[src/hw/rtl/ntps_pkg.sv]
package ntps_pkg;

  // Default sizes handed to the top level.
  localparam int HISTORY_DEPTH_DEF = 256;
  localparam int POSE_WIDTH_DEF    = 32;

  // Fixed field widths.
  localparam int TIME_W    = 62;
  localparam int SEC_W     = 32;
  localparam int NANO_W    = 30;
  localparam int GAP_CFG_W = 40;
  localparam int LIMIT_W   = 9;
  localparam int CFG_IDX_W = 2;

  localparam logic [NANO_W-1:0] NS_PER_SEC = 30'd1000000000;

  // Register reset values: 0.1 s gap threshold, 200 entries kept.
  localparam logic [GAP_CFG_W-1:0] MAX_GAP_RST = 40'd100000000;
  localparam logic [LIMIT_W-1:0]   LIMIT_RST   = 9'd200;

  // Register indexes.
  localparam logic [CFG_IDX_W-1:0] REG_MAX_GAP       = 2'd0;
  localparam logic [CFG_IDX_W-1:0] REG_HISTORY_LIMIT = 2'd1;

  typedef enum logic [1:0] {
    STATUS_MATCHED = 2'd0,
    STATUS_EMPTY   = 2'd1,
    STATUS_TOO_FAR = 2'd2
  } status_t;

  // Control travelling alongside each history word read during a scan.
  typedef struct packed {
    logic valid;
    logic first;
  } scan_ctl_t;

endpackage

[src/hw/rtl/ntps_gap_unit.sv]
module ntps_gap_unit #(
  parameter int POSE_W = ntps_pkg::POSE_WIDTH_DEF
) (
  input  logic                         clk,
  input  logic                         rst,
  input  ntps_pkg::scan_ctl_t          ctl,
  input  logic [ntps_pkg::TIME_W-1:0]  q_time,
  input  logic [ntps_pkg::TIME_W-1:0]  e_time,
  input  logic signed [POSE_W-1:0]     e_x,
  input  logic signed [POSE_W-1:0]     e_y,
  input  logic signed [POSE_W-1:0]     e_heading,
  output logic                         active,
  output logic [ntps_pkg::TIME_W-1:0]  best_gap,
  output logic [ntps_pkg::TIME_W-1:0]  best_time,
  output logic signed [POSE_W-1:0]     best_x,
  output logic signed [POSE_W-1:0]     best_y,
  output logic signed [POSE_W-1:0]     best_heading
);

  localparam int TW = ntps_pkg::TIME_W;

  logic [TW:0]   diff_fwd;
  logic [TW:0]   diff_rev;
  logic [TW-1:0] gap_abs;

  logic                 s1_vld;
  logic                 s1_first;
  logic [TW-1:0]        s1_gap;
  logic [TW-1:0]        s1_time;
  logic signed [POSE_W-1:0] s1_x;
  logic signed [POSE_W-1:0] s1_y;
  logic signed [POSE_W-1:0] s1_heading;

  // Both differences side by side; the borrow of the first picks the positive one.
  always_comb begin
    diff_fwd = {1'b0, e_time} - {1'b0, q_time};
    diff_rev = {1'b0, q_time} - {1'b0, e_time};
    gap_abs  = diff_fwd[TW] ? diff_rev[TW-1:0] : diff_fwd[TW-1:0];
  end

  // Stage one holds the absolute gap of the word just read.
  always_ff @(posedge clk) begin
    if (rst) begin
      s1_vld <= 1'b0;
    end else begin
      s1_vld <= ctl.valid;
    end
    s1_first   <= ctl.first;
    s1_gap     <= gap_abs;
    s1_time    <= e_time;
    s1_x       <= e_x;
    s1_y       <= e_y;
    s1_heading <= e_heading;
  end

  // Stage two keeps the best so far; a strict compare lets the oldest win a tie.
  always_ff @(posedge clk) begin
    if (s1_vld && (s1_first || (s1_gap < best_gap))) begin
      best_gap     <= s1_gap;
      best_time    <= s1_time;
      best_x       <= s1_x;
      best_y       <= s1_y;
      best_heading <= s1_heading;
    end
  end

  assign active = s1_vld;

endmodule

[config.mk]
export PLATFORM = sky130hd
export DESIGN_NAME = ntps_gap_unit
export DESIGN_NICKNAME = d
export VERILOG_FILES = /design/src/hw/rtl/ntps_pkg.sv /design/src/hw/rtl/ntps_gap_unit.sv
export SDC_FILE = /design/constraint.sdc
export NUM_CORES = 1
export LEC_CHECK = 0
export BUFFER_PORTS_ARGS = -buffer_cell sky130_fd_sc_hd__buf_2
export CAP_MARGIN = 20
export CORE_AREA = 2 2 261 263
export CTS_BUF_LIST = sky130_fd_sc_hd__clkbuf_8
export CTS_CLUSTER_DIAMETER = 30
export DETAILED_ROUTE_END_ITERATION = 16
export DIE_AREA = 0 0 263 265
export PLACE_DENSITY = 0.59
export REMOVE_ABC_BUFFERS = 1
export SLEW_MARGIN = 20
export SYNTH_ARGS = -nofsm -noshare
export SYNTH_HDL_FRONTEND = slang
export SYNTH_SLANG_ARGS = --single-unit
export TNS_END_PERCENT = 10
[constraint.sdc]
create_clock -name clk -period 12.29 [get_ports clk]
set_clock_uncertainty 0.15 [all_clocks]
set_input_delay 0.6145 -clock clk [delete_from_list [all_inputs] [get_ports clk]]
set_output_delay 0.6145 -clock clk [all_outputs]
set_load 0.02 [all_outputs]
==> results.json, run 1 <==
{
  "cap_violations": 0,
  "rows": 95,
  "fin_crit_sh": 0.3976,
  "arrival_ns": 5.31,
  "synth-edff-count": 220,
  "root_buffer": "clkbuf_8",
  "wire_per_inst_um": 18.86,
  "yosys.area.top_type_share": 0.3315,
  "cp-end-kind": "register",
  "wl_um": 64560,
  "multi_input_area_sq_um": 7797,
  "n_fill_cell": 6416,
  "initial_core_util": 0.2984,
  "drt-initial-drc-count": 1240,
  "yosysSeqAreaShare": 0.5545,
  "grt_overflow": 0,
  "cts.sink_count": 442,
  "post_cts_buffers": 0,
  "synth-main-ff-cell": "dfxtp_1",
  "grt_pass1_vias": 16483,
  "ff_latch_area_sq_um": 11050,
  "worst-path-buf-inv": 4,
  "clk_pin_slew_ns": 0.06,
  "min_from": "q_time[0]",
  "cp.required_ns": 12.71,
  "cp_max_fo": 35,
  "hold_violations": 0,
  "synthCells": 1805,
  "dr.pass1.iters": 5,
  "syn_avg_cell_area_sq_um": 11.04,
  "avgViaCountPerCell": 4.711,
  "worstSetupPathType": "input pin to register",
  "async_reset_ff_frac": 0,
  "synth_area_sq_um": 19930,
  "r2r-end": "best_time[11]",
  "globalplace.congestion": 0.9234,
  "clock_path_buffers": 3,
  "power_density_nw_per_um2": 167.6,
  "ys_ff_latch": 442,
  "core_sq_um": 66800,
  "dpl.hpwl_um": 49740,
  "timing.fmax_ghz": 0.2046,
  "cp_slowest_cell": "o31ai_4",
  "p_leak_nw": 12.14,
  "dpl_cell_area_sq_um": 23010,
  "status": "finished, final reports clean",
  "final_nets": 2864,
  "setup-tns-final_ns": 0,
  "fin_ws_ns": 7.403,
  "fin_crit_ns": 4.887,
  "die-area_sq_um": 69700,
  "cts-buffers-inserted": 97,
  "clk_latency_ns": 0.70,
  "cpPeakStageDelay_ns": 0.82,
  "slew-limit-headroom": 0.3121,
  "antenna_found_initial": 18,
  "num_io_pins": 445,
  "crit_family": "compound AO/OA/AOI/OAI gates",
  "io_buffers": 444,
  "ir_drop_v": 0.00009054,
  "tightest_slew_ns": 1.032,
  "maxSlewViolCount": 0,
  "grt_max_degree": 146,
  "rr_worst_depth": 13,
  "rsz0062_at_grt": "no",
  "hold_depth": 4,
  "ys_top_cells_by_count": "dfxtp_1, edfxtp_1, inv_1",
  "yosysWarnings": 0,
  "synth_area_leader_cell": "edfxtp_1",
  "detail-route-antenna-nets": 0,
  "vias": 16125,
  "synth_most_common_cell": "dfxtp_1",
  "min_path_type": "input pin to register",
  "grt_first_pass_wirelength_um": 96010,
  "tritoncts": "done",
  "setup-violations-final": 0,
  "die_w_um": 263,
  "track_usage": 0.1792,
  "yosys-top-cells-area": "edfxtp_1, dfxtp_1, ha_1",
  "h-tree-depth": 3,
  "critPathLaunchType": "input pin",
  "path_cells": "dlygate4sd3_1, buf_2, inv_1, ha_1, fa_1, and4b_1, a211o_1, o21ai_2, o211a_4, o21ai_4, a41oi_4, o31ai_4, buf_4, mux2i_1, a32oi_1, xnor2_1",
  "synth.distinct_cells": 78,
  "drc_errors": 0,
  "reg2reg_slack_ns": 7.77,
  "design_area_sq_um": 26930,
  "r2r-start": "best_gap[11]",
  "area_growth_syn_to_layout_pct": 35.14,
  "holdPathEnd": "s1_gap[0]",
  "dp_slack_ns": 7.279,
  "die_y_um": 265,
  "drive_gt1_frac": 0.2509
}
## metrics by stage
stage	std cells	hold slack [ns]	total power [mW]	utilization
finish	3423	0.1221	4.513	0.4032
global route	3421	0.09014	4.730	0.4031
CTS	3412	0.07029	4.557	0.4028
detailed placement	3067	0.2387	2.656	0.3445
global placement	3067	0.2359	2.638	0.3445
floorplan	1745	0.2355	2.350	-
## sequential cells by signal (all words and copies together) (netlist names)
signal        flops
active            1
best_gap         62
best_heading     32
best_time        62
best_x           32
best_y           32
s1_first          1
s1_gap           62
s1_heading       32
s1_time          62
s1_x             32
s1_y             32
## placed cells by master, fill, tap and decap left out, types with 13 or more instances in the layout
cell,netlist,routed
nor3_1,26,26
a21oi_1,199,199
dlygate4sd3_1,0,161
inv_1,213,228
bufinv_16,0,13
nor2b_1,16,16
xnor2_1,34,34
nand2_1,114,114
clkinv_2,0,17
nand3_1,19,19
nor2_1,67,66
nand4_1,33,33
xor2_1,25,25
edfxtp_1,220,220
dfxtp_1,222,222
mux2i_1,15,15
ha_1,184,184
o21bai_1,31,31
o21ai_0,95,95
a21o_1,56,56
clkbuf_8,0,108
buf_2,20,444
## routing by layer
layer	vias to the layer above	track usage	share of wire
met1	7628	0.2182	0.42
met4	6	0.07490	0.032
met5	-	0	0.00067
li1	7763	-	-
met2	579	0.2962	0.47
met3	149	0.05230	0.073
## what timing repair did
item / CTS / global route
gates resized for setup: 0 / 0
endpoints found under the setup margin: 0 / 0
hold buffers: 161 / 0
hold endpoints to repair: 160 / 0
## power by group
| group | internal [mW] | total, mW | switching [mW] |
|---|---|---|---|
| Combinational | 0.331 | 0.866 | 0.535 |
| Clock | 1.11 | 1.84 | 0.731 |
| Sequential | 1.73 | 1.81 | 0.0785 |
## worst max path at each step
| stage | startpoint | endpoint | slack [ns] | cells past startpoint |
|---|---|---|---|---|
| 5_1_grt | e_time[0] | s1_gap[38] | 7.23 | 16 |
| 2_1_floorplan | best_gap[47] | best_gap[0] | 0.17 | 12 |
| 4_1_cts | e_time[0] | s1_gap[38] | 7.49 | 16 |
| 6_report | e_time[0] | s1_gap[38] | 7.40 | 16 |
| 3_3_place_gp | e_time[0] | s1_gap[38] | 7.38 | 15 |
| 3_5_place_dp | e_time[0] | s1_gap[38] | 7.28 | 15 |
## cell families (layout without fill, tap and decap cells)
| logic type | count (synthesis) | after routing | share of synthesized area |
|---|---|---|---|
| DFF | 442 | 442 | 0.5545 |
| and+or+nand+nor | 314 | 314 | 0.07471 |
| other | 0 | 11 | 0 |
| muxes | 21 | 21 | 0.01143 |
| adders and majority gates | 186 | 186 | 0.1175 |
| AOI/OAI and AO/OA | 510 | 510 | 0.1613 |
| xor gates and xnor gates | 59 | 59 | 0.02593 |
| buffers and inverters | 273 | 1007 | 0.05468 |
## worst min-delay path, stage by stage
cell and delay, ns:
buf_2 0.11, inv_1 0.05, ha_1 0.13, inv_1 0.03
## layout make-up
cell class | count | share of cell area
multi-input combinational | 1090 | 0.2895
inverter | 213 | 0.02969
timing repair buffer | 610 | 0.1442
sequential | 442 | 0.4103
antenna | 11 | 0.001022
clock buffer | 108 | 0.05519
clock inverter | 76 | 0.02955
tap | 873 | 0.04056
(Power assumes the default switching activity.)
==> run 2: changes to the inputs <==
PLACE_DENSITY = 0.57   (was 0.59)
clock period = 4.85 ns   (was 12.29 ns; I/O delays follow)
==> run 2 against run 1 <==
Effect of this change:
- sequential cell count unchanged
- clock power grew to 2.6 times the previous value
- core utilization rose by 2.1 points
- cell area up 5.2%
- register-to-register slack worse by 6.3 ns
- non-clock buffer count is 132 higher
- worst hold slack worse by 0.052 ns
- combinational power rose to 2.6 times the previous value
- via count rose by 3.7%
- critical endpoint is now s1_gap[60]
==> results.json, run 2 (synthesis results as in run 1) <==
{
  "cts_resized": 0,
  "switchingPower_mw": 3.471,
  "track_usage": 0.1834,
  "num_io_pins": 445,
  "worstSetupPathType": "input pin to register",
  "p_leak_nw": 12.75,
  "die_y_um": 265,
  "grt_pass1_vias": 16999,
  "maxSlewViolCount": 0,
  "drt-initial-drc-count": 1141,
  "globalplace.congestion": 0.9925,
  "grt_max_degree": 72,
  "cts.sink_count": 442,
  "power_density_nw_per_um2": 413.5,
  "rsz0062_at_grt": "no",
  "tightest_slew_ns": 0.7948,
  "tritoncts": "done",
  "fin_crit_sh": 0.8757,
  "drc_errors": 0,
  "vias": 16727,
  "grt_first_pass_wirelength_um": 98980,
  "place_inst": 3074,
  "status": "finished, final reports clean",
  "slew-limit-headroom": 0.4656,
  "cp_max_fo": 8,
  "rows": 95,
  "avgViaCountPerCell": 4.707,
  "root_buffer": "clkbuf_8",
  "fin_cells": 3554,
  "p_total_mw": 11.72,
  "wl_um": 66050,
  "reg2reg_slack_ns": 1.45,
  "fin_crit_ns": 4.247,
  "dpl.hpwl_um": 49820,
  "min_path_type": "input pin to register",
  "core_sq_um": 66800,
  "area_growth_syn_to_layout_pct": 42.17,
  "critPathLaunchType": "input pin",
  "cts-buffers-inserted": 98,
  "die-area_sq_um": 69700,
  "cp.required_ns": 5.26,
  "ir_drop_v": 0.0002413,
  "clkPwrFrac": 0.413,
  "io_buffers": 444,
  "clk_pin_slew_ns": 0.05,
  "final_util": 0.4242,
  "die_w_um": 263,
  "setup-violations-final": 0,
  "wire_per_inst_um": 18.58,
  "clk_latency_ns": 0.69,
  "initial_core_util": 0.2984,
  "multi_input_area_sq_um": 7797,
  "timing.fmax_ghz": 0.2354,
  "p_seq_frac": 0.393,
  "dr.pass1.iters": 5,
  "clock_path_buffers": 3,
  "grt_overflow": 0,
  "comb_power_share": 0.194,
  "detail-route-antenna-nets": 0,
  "ff_latch_area_sq_um": 11050,
  "drive_gt1_frac": 0.2413,
  "arrival_ns": 4.65,
  "internal_power_mw": 8.246,
  "holdWs_ns": 0.07051,
  "layout_commonest_cell": "buf_2",
  "final_cell_mix": "buf_2, dlygate4sd3_1, inv_1, dfxtp_1, edfxtp_1",
  "n_fill_cell": 6369,
  "final_nets": 2997,
  "antenna_found_initial": 11,
  "h-tree-depth": 3,
  "cap_violations": 0,
  "cp-end-kind": "register",
  "hold_violations": 0,
  "sw_frac_of_total": 0.2962
}
[run 2: critical path, cell delays in order]
cell and delay, ns:
dlygate4sd3_1 0.56, buf_2 0.14, ha_1 0.38, nor2b_1 0.19
o21bai_1 0.19, a21oi_1 0.17, o311ai_0 0.49, a31oi_1 0.24
a21oi_1 0.40, o21ai_0 0.27, buf_4 0.20, a2111oi_0 0.37
a31oi_1 0.10, xor2_1 0.15, dlygate4sd3_1 0.55
[run 2: per-stage QoR]
step	cell area [sq um]	setup WS, ns	setup TNS (ns)
after floorplan	19640	-7.268	-1598.90
after global placement	23090	0.9715	0
after detailed placement	23090	0.8916	0
after CTS	28310	0.7298	0
after global routing	28330	0.3343	0
final	28330	0.6027	0
[run 2: layout make-up]
class,instances,share of cell area
antenna,8,0.0007065
clock buffer,109,0.05295
clock inverter,77,0.03042
inverter,213,0.02822
multi-input combinational,1090,0.2752
sequential,442,0.3900
tap,873,0.03855
timing repair buffer,742,0.1840
[run 2: what timing repair did]
item                                    4_1_cts  5_1_grt
hold buffers                                286        0
endpoints found under the setup margin        0        0
setup buffers                                 0        0
hold endpoints to repair                    203        0
[run 2: final timing paths]
path / startpoint / end / cells past startpoint
setup reg to reg: best_gap[11] / best_heading[10] / 12
hold reg to reg: s1_x[28] / best_x[28] / 0
hold / removal: ctl[0] / s1_first / 2
setup / recovery: e_time[2] / s1_gap[60] / 15
[run 2: power groups by stage]
stage | combinational, mW | clock [mW] | sequential (mW)
finish | 2.27 | 4.84 | 4.60
CTS | 2.26 | 4.96 | 4.60
global route | 2.49 | 5.14 | 4.64
global placement | 2.04 | 0 | 4.66
floorplan | 1.14 | 0 | 4.81
detailed placement | 2.06 | 0 | 4.68
[run 2: layer usage]
metal  global-route usage  vias to the layer above  share of wire
met1               0.2295                     7942           0.43
met4              0.07784                        4          0.034
met2               0.3053                      617           0.47
met3              0.04004                      144          0.065
met5                    0                        -        0.00036
li1                     -                     8020              -
==> run 3: changes to the inputs <==
ABC_AREA = 1   (was unset)
CORE_AREA = 2 2 286 288   (was 2 2 261 263)
DIE_AREA = 0 0 288 290   (was 0 0 263 265)
PLACE_DENSITY = 0.56   (was 0.57)
==> run 3 against run 2 <==
Effect of this change:
- power is 6.8% higher
- area after synthesis is 20% higher
- clock power is 10% higher
- register-to-register slack better by 0.24 ns
- via count is 34% higher
- non-clock buffer count is 8 lower
- wire length is 34% higher
- core utilization is 1.4 points lower
- largest power group unchanged
- global-route usage is 2.3 points higher
- critical path type is now register to register
- cell area is 16% higher
==> results.json, run 3 <==
{
  "synth-edff-count": 220,
  "place_inst": 4618,
  "synthCells": 3159,
  "slew-limit-headroom": 0.5215,
  "hold_violations": 0,
  "track_usage": 0.2062,
  "final_cell_mix": "nand2_1, inv_1, buf_2, dlygate4sd3_1, dfxtp_1",
  "yosys-top-cells-area": "edfxtp_1, nand2_1, dfxtp_1",
  "rows": 104,
  "grt_max_degree": 84,
  "worstSetupPathType": "register to register",
  "grt-busiest-layer": "met2",
  "cp.required_ns": 5.04,
  "met3_usage": 0.04638,
  "grt_use_met1": 0.2403,
  "min_path_type": "input pin to register",
  "clock_path_buffers": 3,
  "fin_cells": 5115,
  "wire_per_inst_um": 17.30,
  "fin_ws_ns": 1.693,
  "grt_pass1_vias": 22149,
  "cts.sink_count": 442,
  "r2r-end": "best_gap[16]",
  "num_io_pins": 445,
  "core_sq_um": 80160,
  "power_density_nw_per_um2": 380.9,
  "min_from": "e_time[18]",
  "drt-initial-drc-count": 1351,
  "rr_worst_depth": 13,
  "dpl.hpwl_um": 70940,
  "synth-main-ff-cell": "dfxtp_1",
  "critPathLaunchType": "register",
  "cp_max_fo": 83,
  "yosysWarnings": 0,
  "layout_commonest_cell": "nand2_1",
  "dpl_cell_area_sq_um": 27320,
  "h-tree-depth": 3,
  "r2r-start": "best_gap[5]",
  "die-area_sq_um": 83520,
  "initial_core_util": 0.2985,
  "ys_top_cells_by_count": "nand2_1, inv_1, dfxtp_1",
  "yosys.area.top_type_share": 0.2761,
  "cp-end-kind": "register",
  "tightest_slew_ns": 0.7123,
  "clk_pin_slew_ns": 0.06,
  "syn_avg_cell_area_sq_um": 7.575,
  "timing.fmax_ghz": 0.3168,
  "holdPathEnd": "s1_time[18]",
  "antenna_found_initial": 11,
  "final_nets": 4363,
  "synth_area_sq_um": 23930,
  "cap_violations": 0,
  "vias": 22332,
  "io_buffers": 444,
  "dr.pass1.iters": 5,
  "tritoncts": "done",
  "maxSlewViolCount": 0,
  "wl_um": 88490,
  "hold_depth": 2,
  "die_y_um": 290,
  "arrival_ns": 3.34,
  "p_leak_nw": 17.38,
  "design_area_sq_um": 32850,
  "setup-violations-final": 0,
  "synth_most_common_cell": "nand2_1",
  "final_util": 0.4098,
  "cts-buffers-inserted": 110,
  "die_w_um": 288,
  "globalplace.congestion": 0.9875,
  "async_reset_ff_frac": 0,
  "cts_resized": 0,
  "dp_slack_ns": 1.583,
  "synth_area_leader_cell": "edfxtp_1",
  "drive_gt1_frac": 0.1669,
  "grt_first_pass_wirelength_um": 129100,
  "synth.distinct_cells": 40,
  "detail-route-antenna-nets": 0,
  "reg2reg_slack_ns": 1.69,
  "avgViaCountPerCell": 4.366,
  "ir_drop_v": 0.0002466,
  "yosysSeqAreaShare": 0.4618,
  "drc_errors": 0,
  "root_buffer": "clkbuf_8",
  "ys_ff_latch": 442,
  "area_growth_syn_to_layout_pct": 37.27,
  "clk_latency_ns": 0.76,
  "grt_overflow": 0,
  "fin_crit_ns": 3.157,
  "grtUsageMet2": 0.3579,
  "rsz0062_at_grt": "no",
  "status": "finished, final reports clean",
  "fin_crit_sh": 0.6509
}
run 3: changes by cell type after synthesis, sizes merged, moves of 51 or more:
cell / delta
o21ai: -75
nor2: +110
nand2: +1156
a21o: -51
inv: +435
nand3: +72
a21oi: -88
run 3: metal layers:
layer,share of wire,vias up
met2,0.48,805
met5,0.00087,-
met4,0.041,12
li1,-,11210
met3,0.078,186
met1,0.40,10119
run 3: cell type report:
class                           count  area (sq um)
Inverter                          650          2440
Tap cell                         1060          1326
Clock inverter                     93          1084
Sequential cell                   442         11050
Clock buffer                      116          1597
Fill cell                        8226         47310
Multi-Input combinational cell   2015         10180
Antenna cell                        5         12.51
Timing Repair Buffer              734          5157
run 3: worst max-delay path by stage:
stage / from / end / slack (ns) / depth (start not counted)
after global routing: best_gap[11] / best_gap[16] / 1.35 / 14
final: best_gap[5] / best_gap[16] / 1.69 / 13
after CTS: best_gap[5] / best_gap[16] / 1.54 / 13
after floorplan: best_gap[33] / best_gap[0] / -13.59 / 10
after detailed placement: q_time[17] / s1_gap[2] / 1.58 / 15
after global placement: best_gap[5] / best_time[10] / 1.59 / 13
run 3: per-stage QoR:
stage	hold WS [ns]	total power, mW	setup TNS, ns
after floorplan	0.1202	6.158	-2989.26
after global placement	0.1949	7.038	0
after detailed placement	0.1961	7.060	0
after CTS	0.0001025	12.63	0
after global routing	0.01698	13.16	0
final	0.05051	12.51	0
run 3: logic make-up after synthesis:
group,share of synthesized area
adder cells (fa/ha/maj),0.09788
XOR/XNOR,0.02562
AO/OA/AOI/OAI,0.03744
AND/OR/NAND/NOR,0.2641
buffers and inverters,0.1132
flip-flops,0.4618
run 3: critical path: stages, from the launching register on:
cell      delay, ns
edfxtp_1       0.34
inv_1          0.05
ha_1           0.30
a21oi_1        0.15
o21a_1         0.17
nand2_1        0.06
nand2_1        0.06
nand2_1        0.08
nand2_1        0.07
nand2_1        0.14
nand2_1        0.11
nand2_1        0.10
a21boi_4       0.46
buf_12         0.44
run 3: repair_timing:
action | CTS | global route
endpoints found under the hold margin | 182 | 0
setup buffers | 0 | 0
hold buffers | 283 | 0
run 3: power breakdown:
group	internal, mW	switching, mW	total (mW)
registers	4.34	0.210	4.55
logic	0.914	1.71	2.62
clock network	3.28	2.06	5.34
